### config.mk
export PLATFORM = sky130hd
export DESIGN_NAME = multifunction_timer_interrupt_unit
export DESIGN_NICKNAME = d
export VERILOG_FILES = /design/src/design/mtiu_pkg.sv /design/src/design/multifunction_timer_interrupt_unit.sv
export SDC_FILE = /design/constraint.sdc
export NUM_CORES = 1
export LEC_CHECK = 0
export ABC_AREA = 1
export BUFFER_PORTS_ARGS = -buffer_cell sky130_fd_sc_hd__buf_2
export CAP_MARGIN = 20
export CELL_PAD_IN_SITES_DETAIL_PLACEMENT = 1
export CELL_PAD_IN_SITES_GLOBAL_PLACEMENT = 1
export CORE_MARGIN = 5
export CORE_UTILIZATION = 46
export DETAILED_ROUTE_END_ITERATION = 10
export PLACE_DENSITY_LB_ADDON = 0.1
export SLEW_MARGIN = 20
export SYNTH_ARGS = -nofsm -noshare
export SYNTH_HDL_FRONTEND = slang
export SYNTH_SLANG_ARGS = --single-unit
### constraint.sdc
create_clock -name clk -period 5.2 [get_ports clk]
set_input_delay 1.3 -clock clk [delete_from_list [all_inputs] [get_ports clk]]
set_output_delay 1.3 -clock clk [all_outputs]
set_load 0.01 [all_outputs]
### src/design/mtiu_pkg.sv
// ----------------------------------------------------------------------------
// mtiu_pkg
// Types, function codes and register indexes of the timer/interrupt unit.
// ----------------------------------------------------------------------------
package mtiu_pkg;

  localparam int NumTimersDef   = 4;
  localparam int CounterBitsDef = 8;

  localparam logic [2:0] FUNC_READ  = 3'd0;
  localparam logic [2:0] FUNC_WRITE = 3'd1;
  localparam logic [2:0] FUNC_TICK  = 3'd2;
  localparam logic [2:0] FUNC_DMA   = 3'd3;
  localparam logic [2:0] FUNC_ACK   = 3'd4;

  localparam logic [4:0] REG_GPIO   = 5'd0;
  localparam logic [4:0] REG_EDGE   = 5'd1;
  localparam logic [4:0] REG_DIR    = 5'd2;
  localparam logic [4:0] REG_IERH   = 5'd3;
  localparam logic [4:0] REG_IERL   = 5'd4;
  localparam logic [4:0] REG_IPRH   = 5'd5;
  localparam logic [4:0] REG_IPRL   = 5'd6;
  localparam logic [4:0] REG_ISRH   = 5'd7;
  localparam logic [4:0] REG_ISRL   = 5'd8;
  localparam logic [4:0] REG_IMRH   = 5'd9;
  localparam logic [4:0] REG_IMRL   = 5'd10;
  localparam logic [4:0] REG_VBASE  = 5'd11;
  localparam logic [4:0] REG_TACR   = 5'd12;
  localparam logic [4:0] REG_TBCR   = 5'd13;
  localparam logic [4:0] REG_TCDCR  = 5'd14;
  localparam logic [4:0] REG_TDATA0 = 5'd15;
  localparam logic [4:0] REG_TDATA3 = 5'd18;
  localparam logic [4:0] REG_SER0   = 5'd19;
  localparam logic [4:0] REG_SER4   = 5'd23;

  localparam logic [7:0] SPURIOUS_VEC = 8'h18;

  typedef struct packed {
    logic [2:0] func;
    logic [5:0] address;
    logic       access_wide;
    logic [7:0] write_data;
  } mtiu_in_t;

  typedef struct packed {
    logic [7:0] read_data;
    logic       irq_request;
    logic [7:0] ack_vector;
  } mtiu_out_t;

  function automatic logic [7:0] divisor(input logic [2:0] sel);
    case (sel)
      3'd0:    divisor = 8'd1;
      3'd1:    divisor = 8'd4;
      3'd2:    divisor = 8'd10;
      3'd3:    divisor = 8'd16;
      3'd4:    divisor = 8'd50;
      3'd5:    divisor = 8'd64;
      3'd6:    divisor = 8'd100;
      default: divisor = 8'd200;
    endcase
  endfunction

  function automatic logic [3:0] irq_bit(input logic [1:0] t);
    case (t)
      2'd0:    irq_bit = 4'd13;
      2'd1:    irq_bit = 4'd8;
      2'd2:    irq_bit = 4'd5;
      default: irq_bit = 4'd4;
    endcase
  endfunction

endpackage

### src/design/multifunction_timer_interrupt_unit.sv
// ----------------------------------------------------------------------------
// multifunction_timer_interrupt_unit
// Register file, four prescaled timers and a 16-channel interrupt controller.
// ----------------------------------------------------------------------------
// usage:
//   in_valid/in_stall/in_data carry one bus access, timer tick, dma event or
//   interrupt acknowledge per transfer; out_valid/out_stall/out_data return
//   one result per item (read byte, irq request, acknowledge vector).
//   an item accepted at an edge updates all state and loads the result register
//   at that same edge; out_valid is high the next cycle. throughput is one item
//   per cycle unless a waiting result is stalled, set by the single pass from
//   state and input through the update logic into the result register.
//   the input is stalled only while a result waits and the receiver stalls
//   it; a result that is taken frees the slot for an item in the same cycle.
//   reset clears all registers to their power-up values (enable and mask
//   hold timer c only) and empties the result register.
// ----------------------------------------------------------------------------
module multifunction_timer_interrupt_unit
  import mtiu_pkg::*;
#(
  parameter int NUM_TIMERS   = NumTimersDef,
  parameter int COUNTER_BITS = CounterBitsDef
) (
  input  logic      clk,
  input  logic      rst_n,
  input  logic      in_valid,
  output logic      in_stall,
  input  mtiu_in_t  in_data,
  output logic      out_valid,
  input  logic      out_stall,
  output mtiu_out_t out_data
);

  logic [7:0]  gpio_r, edge_r, dir_r, vbase_r;
  logic [15:0] ier_r, ipr_r, isr_r, imr_r;
  logic [4:0]  mode_r [NUM_TIMERS];
  logic [COUNTER_BITS-1:0] cnt_r [NUM_TIMERS];
  logic [COUNTER_BITS-1:0] rld_r [NUM_TIMERS];
  logic [7:0]  pre_r [NUM_TIMERS];
  logic        evt_r;
  logic [7:0]  ser_r [5];
  logic        out_valid_r;
  mtiu_out_t   out_r;

  logic [7:0]  gpio_nxt, edge_nxt, dir_nxt, vbase_nxt;
  logic [15:0] ier_nxt, ipr_nxt, isr_nxt, imr_nxt;
  logic [4:0]  mode_nxt [NUM_TIMERS];
  logic [COUNTER_BITS-1:0] cnt_nxt [NUM_TIMERS];
  logic [COUNTER_BITS-1:0] rld_nxt [NUM_TIMERS];
  logic [7:0]  pre_nxt [NUM_TIMERS];
  logic        evt_nxt;
  logic [7:0]  ser_nxt [5];
  mtiu_out_t   out_nxt;

  logic        accept;
  logic [6:0]  eff;
  logic [4:0]  idx;
  logic        odd;
  logic [15:0] live;
  logic [COUNTER_BITS-1:0] dec;
  logic        adv;
  logic [7:0]  pinc;

  assign in_stall  = out_valid_r && out_stall;
  assign accept    = in_valid && !in_stall;
  assign out_valid = out_valid_r;
  assign out_data  = out_r;
  assign eff       = {1'b0, in_data.address} + {6'd0, in_data.access_wide};
  assign idx       = eff[5:1];
  assign odd       = eff[0] && !eff[6];

  always_comb begin
    gpio_nxt  = gpio_r;
    edge_nxt  = edge_r;
    dir_nxt   = dir_r;
    vbase_nxt = vbase_r;
    ier_nxt   = ier_r;
    ipr_nxt   = ipr_r;
    isr_nxt   = isr_r;
    imr_nxt   = imr_r;
    mode_nxt  = mode_r;
    cnt_nxt   = cnt_r;
    rld_nxt   = rld_r;
    pre_nxt   = pre_r;
    evt_nxt   = evt_r;
    ser_nxt   = ser_r;
    out_nxt   = '0;
    live      = ipr_r & imr_r;
    dec       = '0;
    adv       = 1'b0;
    pinc      = '0;
    case (in_data.func)
      FUNC_READ: begin
        if (odd) begin
          case (idx)
            REG_GPIO:  out_nxt.read_data = gpio_r;
            REG_EDGE:  out_nxt.read_data = edge_r;
            REG_DIR:   out_nxt.read_data = dir_r;
            REG_IERH:  out_nxt.read_data = ier_r[15:8];
            REG_IERL:  out_nxt.read_data = ier_r[7:0];
            REG_IPRH:  out_nxt.read_data = ipr_r[15:8];
            REG_IPRL:  out_nxt.read_data = ipr_r[7:0];
            REG_ISRH:  out_nxt.read_data = isr_r[15:8];
            REG_ISRL:  out_nxt.read_data = isr_r[7:0];
            REG_IMRH:  out_nxt.read_data = imr_r[15:8];
            REG_IMRL:  out_nxt.read_data = imr_r[7:0];
            REG_VBASE: out_nxt.read_data = vbase_r;
            REG_TACR:  out_nxt.read_data = {3'd0, mode_r[0]};
            REG_TBCR:  out_nxt.read_data = {3'd0, mode_r[1]};
            REG_TCDCR: out_nxt.read_data = {1'b0, mode_r[2][2:0], 1'b0, mode_r[3][2:0]};
            default: begin
              if (idx inside {[REG_TDATA0:REG_TDATA3]})
                out_nxt.read_data = 8'(cnt_r[2'(idx - REG_TDATA0)]);
              else if (idx inside {[REG_SER0:REG_SER4]})
                out_nxt.read_data = ser_r[3'(idx - REG_SER0)];
            end
          endcase
        end
      end
      FUNC_WRITE: begin
        if (odd) begin
          case (idx)
            REG_GPIO:  gpio_nxt = in_data.write_data;
            REG_EDGE:  edge_nxt = in_data.write_data;
            REG_DIR:   dir_nxt = in_data.write_data;
            REG_IERH:  ier_nxt[15:8] = in_data.write_data;
            REG_IERL:  ier_nxt[7:0] = in_data.write_data;
            REG_IPRH:  ipr_nxt[15:8] = in_data.write_data;
            REG_IPRL:  ipr_nxt[7:0] = in_data.write_data;
            REG_ISRH:  isr_nxt[15:8] = in_data.write_data;
            REG_ISRL:  isr_nxt[7:0] = in_data.write_data;
            REG_IMRH:  imr_nxt[15:8] = in_data.write_data;
            REG_IMRL:  imr_nxt[7:0] = in_data.write_data;
            REG_VBASE: vbase_nxt = {in_data.write_data[7:3], 3'd0};
            REG_TACR: begin
              mode_nxt[0] = in_data.write_data[4:0];
              pre_nxt[0]  = '0;
            end
            REG_TBCR: begin
              mode_nxt[1] = in_data.write_data[4:0];
              pre_nxt[1]  = '0;
            end
            REG_TCDCR: begin
              mode_nxt[2] = {2'd0, in_data.write_data[6:4]};
              mode_nxt[3] = {2'd0, in_data.write_data[2:0]};
              pre_nxt[2]  = '0;
              pre_nxt[3]  = '0;
            end
            default: begin
              if (idx inside {[REG_TDATA0:REG_TDATA3]}) begin
                rld_nxt[2'(idx - REG_TDATA0)] = COUNTER_BITS'(in_data.write_data);
                if (mode_r[2'(idx - REG_TDATA0)][3:0] == 4'd0)
                  cnt_nxt[2'(idx - REG_TDATA0)] = COUNTER_BITS'(in_data.write_data);
              end else if (idx inside {[REG_SER0:REG_SER4]}) begin
                ser_nxt[3'(idx - REG_SER0)] = in_data.write_data;
              end
            end
          endcase
        end
      end
      FUNC_TICK: begin
        for (int t = 0; t < NUM_TIMERS; t++) begin
          adv  = 1'b0;
          pinc = pre_r[t] + 8'd1;
          dec  = cnt_r[t] - COUNTER_BITS'(1);
          if (mode_r[t][3:0] != 4'd0) begin
            pre_nxt[t] = pinc;
            if (pinc >= divisor(mode_r[t][2:0])) begin
              pre_nxt[t] = '0;
              if (!mode_r[t][3]) begin
                adv = 1'b1;
              end else if (mode_r[t][3:0] == 4'd8 && evt_nxt) begin
                evt_nxt = 1'b0;
                adv     = 1'b1;
              end
            end
          end
          if (adv) begin
            cnt_nxt[t] = dec;
            if (dec == '0) begin
              cnt_nxt[t] = rld_r[t];
              if (ier_r[irq_bit(2'(t))])
                ipr_nxt[irq_bit(2'(t))] = 1'b1;
            end
          end
        end
      end
      FUNC_DMA: begin
        if (mode_r[0][3:0] == 4'd8)
          evt_nxt = 1'b1;
        if (ier_r[15])
          ipr_nxt[15] = 1'b1;
      end
      FUNC_ACK: begin
        out_nxt.ack_vector = SPURIOUS_VEC;
        for (int c = 0; c < 16; c++) begin
          if (live[c]) begin
            ipr_nxt            = ipr_r & ~(16'd1 << c);
            out_nxt.ack_vector = {vbase_r[7:4], 4'(c)};
          end
        end
      end
      default: begin
      end
    endcase
    out_nxt.irq_request = |(ipr_nxt & imr_nxt);
  end

  always_ff @(posedge clk) begin
    if (!rst_n) begin
      gpio_r      <= '0;
      edge_r      <= '0;
      dir_r       <= '0;
      vbase_r     <= '0;
      ier_r       <= 16'h0020;
      ipr_r       <= '0;
      isr_r       <= '0;
      imr_r       <= 16'h0020;
      evt_r       <= 1'b0;
      out_valid_r <= 1'b0;
      for (int t = 0; t < NUM_TIMERS; t++) begin
        mode_r[t] <= '0;
        cnt_r[t]  <= '0;
        rld_r[t]  <= '0;
        pre_r[t]  <= '0;
      end
      for (int s = 0; s < 5; s++) ser_r[s] <= '0;
    end else begin
      if (accept) begin
        gpio_r  <= gpio_nxt;
        edge_r  <= edge_nxt;
        dir_r   <= dir_nxt;
        vbase_r <= vbase_nxt;
        ier_r   <= ier_nxt;
        ipr_r   <= ipr_nxt;
        isr_r   <= isr_nxt;
        imr_r   <= imr_nxt;
        mode_r  <= mode_nxt;
        cnt_r   <= cnt_nxt;
        rld_r   <= rld_nxt;
        pre_r   <= pre_nxt;
        evt_r   <= evt_nxt;
        ser_r   <= ser_nxt;
        out_valid_r <= 1'b1;
      end else if (!out_stall) begin
        out_valid_r <= 1'b0;
      end
    end
  end

  always_ff @(posedge clk) begin
    if (accept) out_r <= out_nxt;
  end

  a_irq_req: assert property (@(posedge clk) disable iff (!rst_n)
    accept |=> out_data.irq_request == |(ipr_r & imr_r))
    else $error("irq request does not match pending and mask");

  a_no_drop: assert property (@(posedge clk) disable iff (!rst_n)
    out_valid && out_stall |=> out_valid && $stable(out_data))
    else $error("stalled result lost");

  a_ack_clear: assert property (@(posedge clk) disable iff (!rst_n)
    accept && in_data.func == FUNC_ACK && (ipr_r & imr_r) != 16'd0
    |=> $countones(ipr_r) == $countones($past(ipr_r)) - 1)
    else $error("acknowledge did not clear one pending bit");

endmodule
==> impl_metrics.py <==
metrics = {
    "run_status": {
        "outcome": "finished clean",
    },
    "sta": {
        "holdWs_ns": 0.453,
        "layout_setup_ws_ns": 0.741,
        "clock_skew_ns": 0.0162,
        "maxSlewViolCount": 0,
        "period_minus_slack_ns": 4.46,
        "rsz0062_at_grt": "false",
        "period_share_pct": 85.7,
        "final.setup.tns_ns": 0,
        "slew_headroom_pct": 30.8,
        "finalHoldViolCount": 0,
        "max_freq_mhz": 224,
        "tightestPinTransition_ns": 1.03,
        "setup_violations": 0,
    },
    "clocking": {
        "cts_buffers": 34,
        "cts_hold_repair.buffers": 0,
        "cts.sinks": 264,
        "cts-root-buf": "clkbuf_16",
        "cts_tree": "done",
        "postCtsSetupBuffers": 0,
        "clk_latency_ns": 0.55,
        "clock_path_buffers": 3,
        "clkTransAtPathRegs_ns": 0.06,
        "cts_resized": 0,
        "h-tree-depth": 2,
    },
    "synth": {
        "syn_area_per_cell_um2": 6.68,
        "yosysSeqAreaShare_pct": 34.3,
        "synth_edf_count": 17,
        "post-synth-top-count-cell": "nand2_1",
        "ys.flop_type": "dfxtp_1",
        "ys_types": 57,
        "syn_nets": 2456,
        "synthCells": 2383,
        "yosys-top-cells-count": "nand2_1, inv_1, dfxtp_1",
        "synth_top_area_share_pct": 31.1,
        "ys_top_cells_by_area": "dfxtp_1, nand2_1, o21ai_0",
        "syn-cell-area_um2": 15900,
        "synth_top_cell_by_area": "dfxtp_1",
        "ys_ff_latch": 264,
        "ys_warn_count": 0,
        "ys_async_sr_fraction_pct": 0,
    },
    "power_and_ir_drop": {
        "intPower_uw": 3720,
        "finalPower_uw": 5220,
        "p_leak_uw": 0.00784,
        "switchingPower_uw": 1490,
        "ir_worst_vdd_mv": 0.261,
        "switching_share_pct": 28.6,
        "power_frac_seq_pct": 40.6,
        "clockPowerShare_pct": 46.0,
        "combPwrFrac_pct": 13.3,
        "power.density_nw_per_um2": 297,
    },
    "grt": {
        "grt_first_pass_wirelength_mm": 95.0,
        "antenna_found_initial": 0,
        "grt_pass1_vias": 16753,
        "grt.overflow.total": 0,
        "grt_max_degree": 111,
        "grtUsageTotal_pct": 31.1,
    },
    "floorplanning": {
        "die_area_um2": 38400,
        "dieHeight_um": 196,
        "fp-row-count": 68,
        "core_area_um2": 34400,
        "io_pins": 41,
        "initial_utilization_pct": 46.3,
        "die_w_um": 196,
    },
    "detailed_routing": {
        "drt-total-wl_mm": 61.3,
        "vias_per_cell": 5.86,
        "vias": 16769,
        "firstDrtPassIters": 5,
        "drt_iter0_drc": 1255,
        "routedWlPerCell_um": 21.4,
        "ant_nets": 0,
        "drc": 0,
    },
    "worst_setup_path": {
        "crit_arrival_ns": 4.74,
        "criticalPathCategory": "in2reg",
        "worst-path-max-fanout": 9,
        "cp-start-kind": "input port",
        "endpoint_kind": "flip-flop",
        "required_ns": 5.48,
    },
    "place": {
        "place.gp.congestion": 0.925,
        "post-place-ws_ns": 0.283,
        "portBuffers": 40,
        "dp.cells": 2803,
        "post-dp-hpwl_mm": 44.3,
    },
    "layout": {
        "diodes": 0,
        "layout-drive-gt1-share_pct": 7.31,
        "finalNonFillerCells": 2862,
        "fin_nets": 2458,
        "area_growth_pct": 10.5,
        "num-fill-cells": 4596,
    },
    "worst_hold_path": {
        "hold_path.class": "reg2reg",
    },
    "flow_run": {
        "max_cap_viol_count": 0,
    },
}
worst max-delay path: stages:
cell,delay (ns)
buf_2,0.10
ha_1,0.29
ha_1,0.30
xnor2_1,0.24
inv_1,0.17
ha_1,0.33
inv_1,0.23
nor2_1,0.30
nand4_1,0.57
nor2_1,0.24
o21ai_0,0.16
nand2_1,0.08
nand3_1,0.07
nor2_1,0.22
nand4_1,0.15
metrics by stage:
stage | area [um^2] | util, %
after floorplan | 15900 | -
after global placement | 16400 | 47.8
after detailed placement | 16400 | 47.8
after CTS | 17600 | 51.1
after global routing | 17600 | 51.1
final | 17600 | 51.1
cell usage in the layout, fill, tap and decap left out, types with 13 or more instances in the layout:
cell type / n
nor2_1: 239
buf_2: 39
clkbuf_16: 35
nand4_1: 52
nand2_1: 494
nand3_1: 141
nor3_1: 22
xor2_1: 27
o21ai_0: 241
dfxtp_1: 247
o22ai_1: 13
a211oi_1: 38
inv_1: 307
o21ai_1: 15
edfxtp_1: 17
ha_1: 51
a21oi_1: 212
o211ai_1: 25
buf_4: 30
flip-flops by register name (all words and copies together), names as in the netlist, 16 cells and up:
register	count
ser_r	40
imr_r	16
ipr_r	16
mode_r	16
ier_r	16
pre_r	32
out_data	17
rld_r	32
cnt_r	32
isr_r	16
power by group through the flow:
| stage | registers (uW) | logic, uW | clock network, uW |
|---|---|---|---|
| 4_1_cts | 2120 | 679 | 2450 |
| 2_1_floorplan | 2150 | 434 | 0 |
| 3_3_place_gp | 2160 | 658 | 0 |
| 5_1_grt | 2120 | 753 | 2520 |
| 6_report | 2120 | 695 | 2400 |
| 3_5_place_dp | 2160 | 674 | 0 |
final cells by class:
class / count / area [um^2] / area share [%]
multi-input cells: 1694 / 8780 / 49.9
flip-flops and latches: 264 / 5460 / 31.0
inverters: 320 / 1200 / 6.84
clock buffers: 46 / 977 / 5.56
well taps: 455 / 569 / 3.24
repair buffers: 71 / 460 / 2.62
clock inverters: 12 / 136 / 0.776
final timing paths:
check | from | depth (start not counted) | slack (ns) | to
setup / recovery | in_data[8] | 15 | 0.74 | out_data[8]$_DFFE_PP_
hold / removal | rld_r[8]$_SDFFE_PN0P_ | 2 | 0.45 | rld_r[8]$_SDFFE_PN0P_
setup reg to reg | pre_r[0]$_SDFFE_PN0P_ | 18 | 1.47 | cnt_r[0]$_SDFFE_PN0P_
hold reg to reg | rld_r[8]$_SDFFE_PN0P_ | 2 | 0.45 | rld_r[8]$_SDFFE_PN0P_
layer usage:
layer	routed length, um	vias up	global-route usage (%)	part of all wire [%]
met5	0	-	0	0
met3	3970	150	4.45	6.5
met4	2670	0	12.9	4.4
met2	28600	581	52.1	47
met1	26000	8117	40.3	42
li1	-	7921	-	-
cell families (layout without fill, tap and decap cells):
kind of cell / after synthesis / in the layout / share of synthesized area (%)
flip-flops: 264 / 264 / 34.3
adder cells (fa/ha/maj): 51 / 51 / 4.01
buffers and inverters: 425 / 449 / 10.6
XOR/XNOR: 35 / 35 / 1.93
AO/OA/AOI/OAI: 613 / 613 / 21.9
AND/OR/NAND/NOR: 995 / 995 / 27.3
Power figures use the tool's default switching activity.
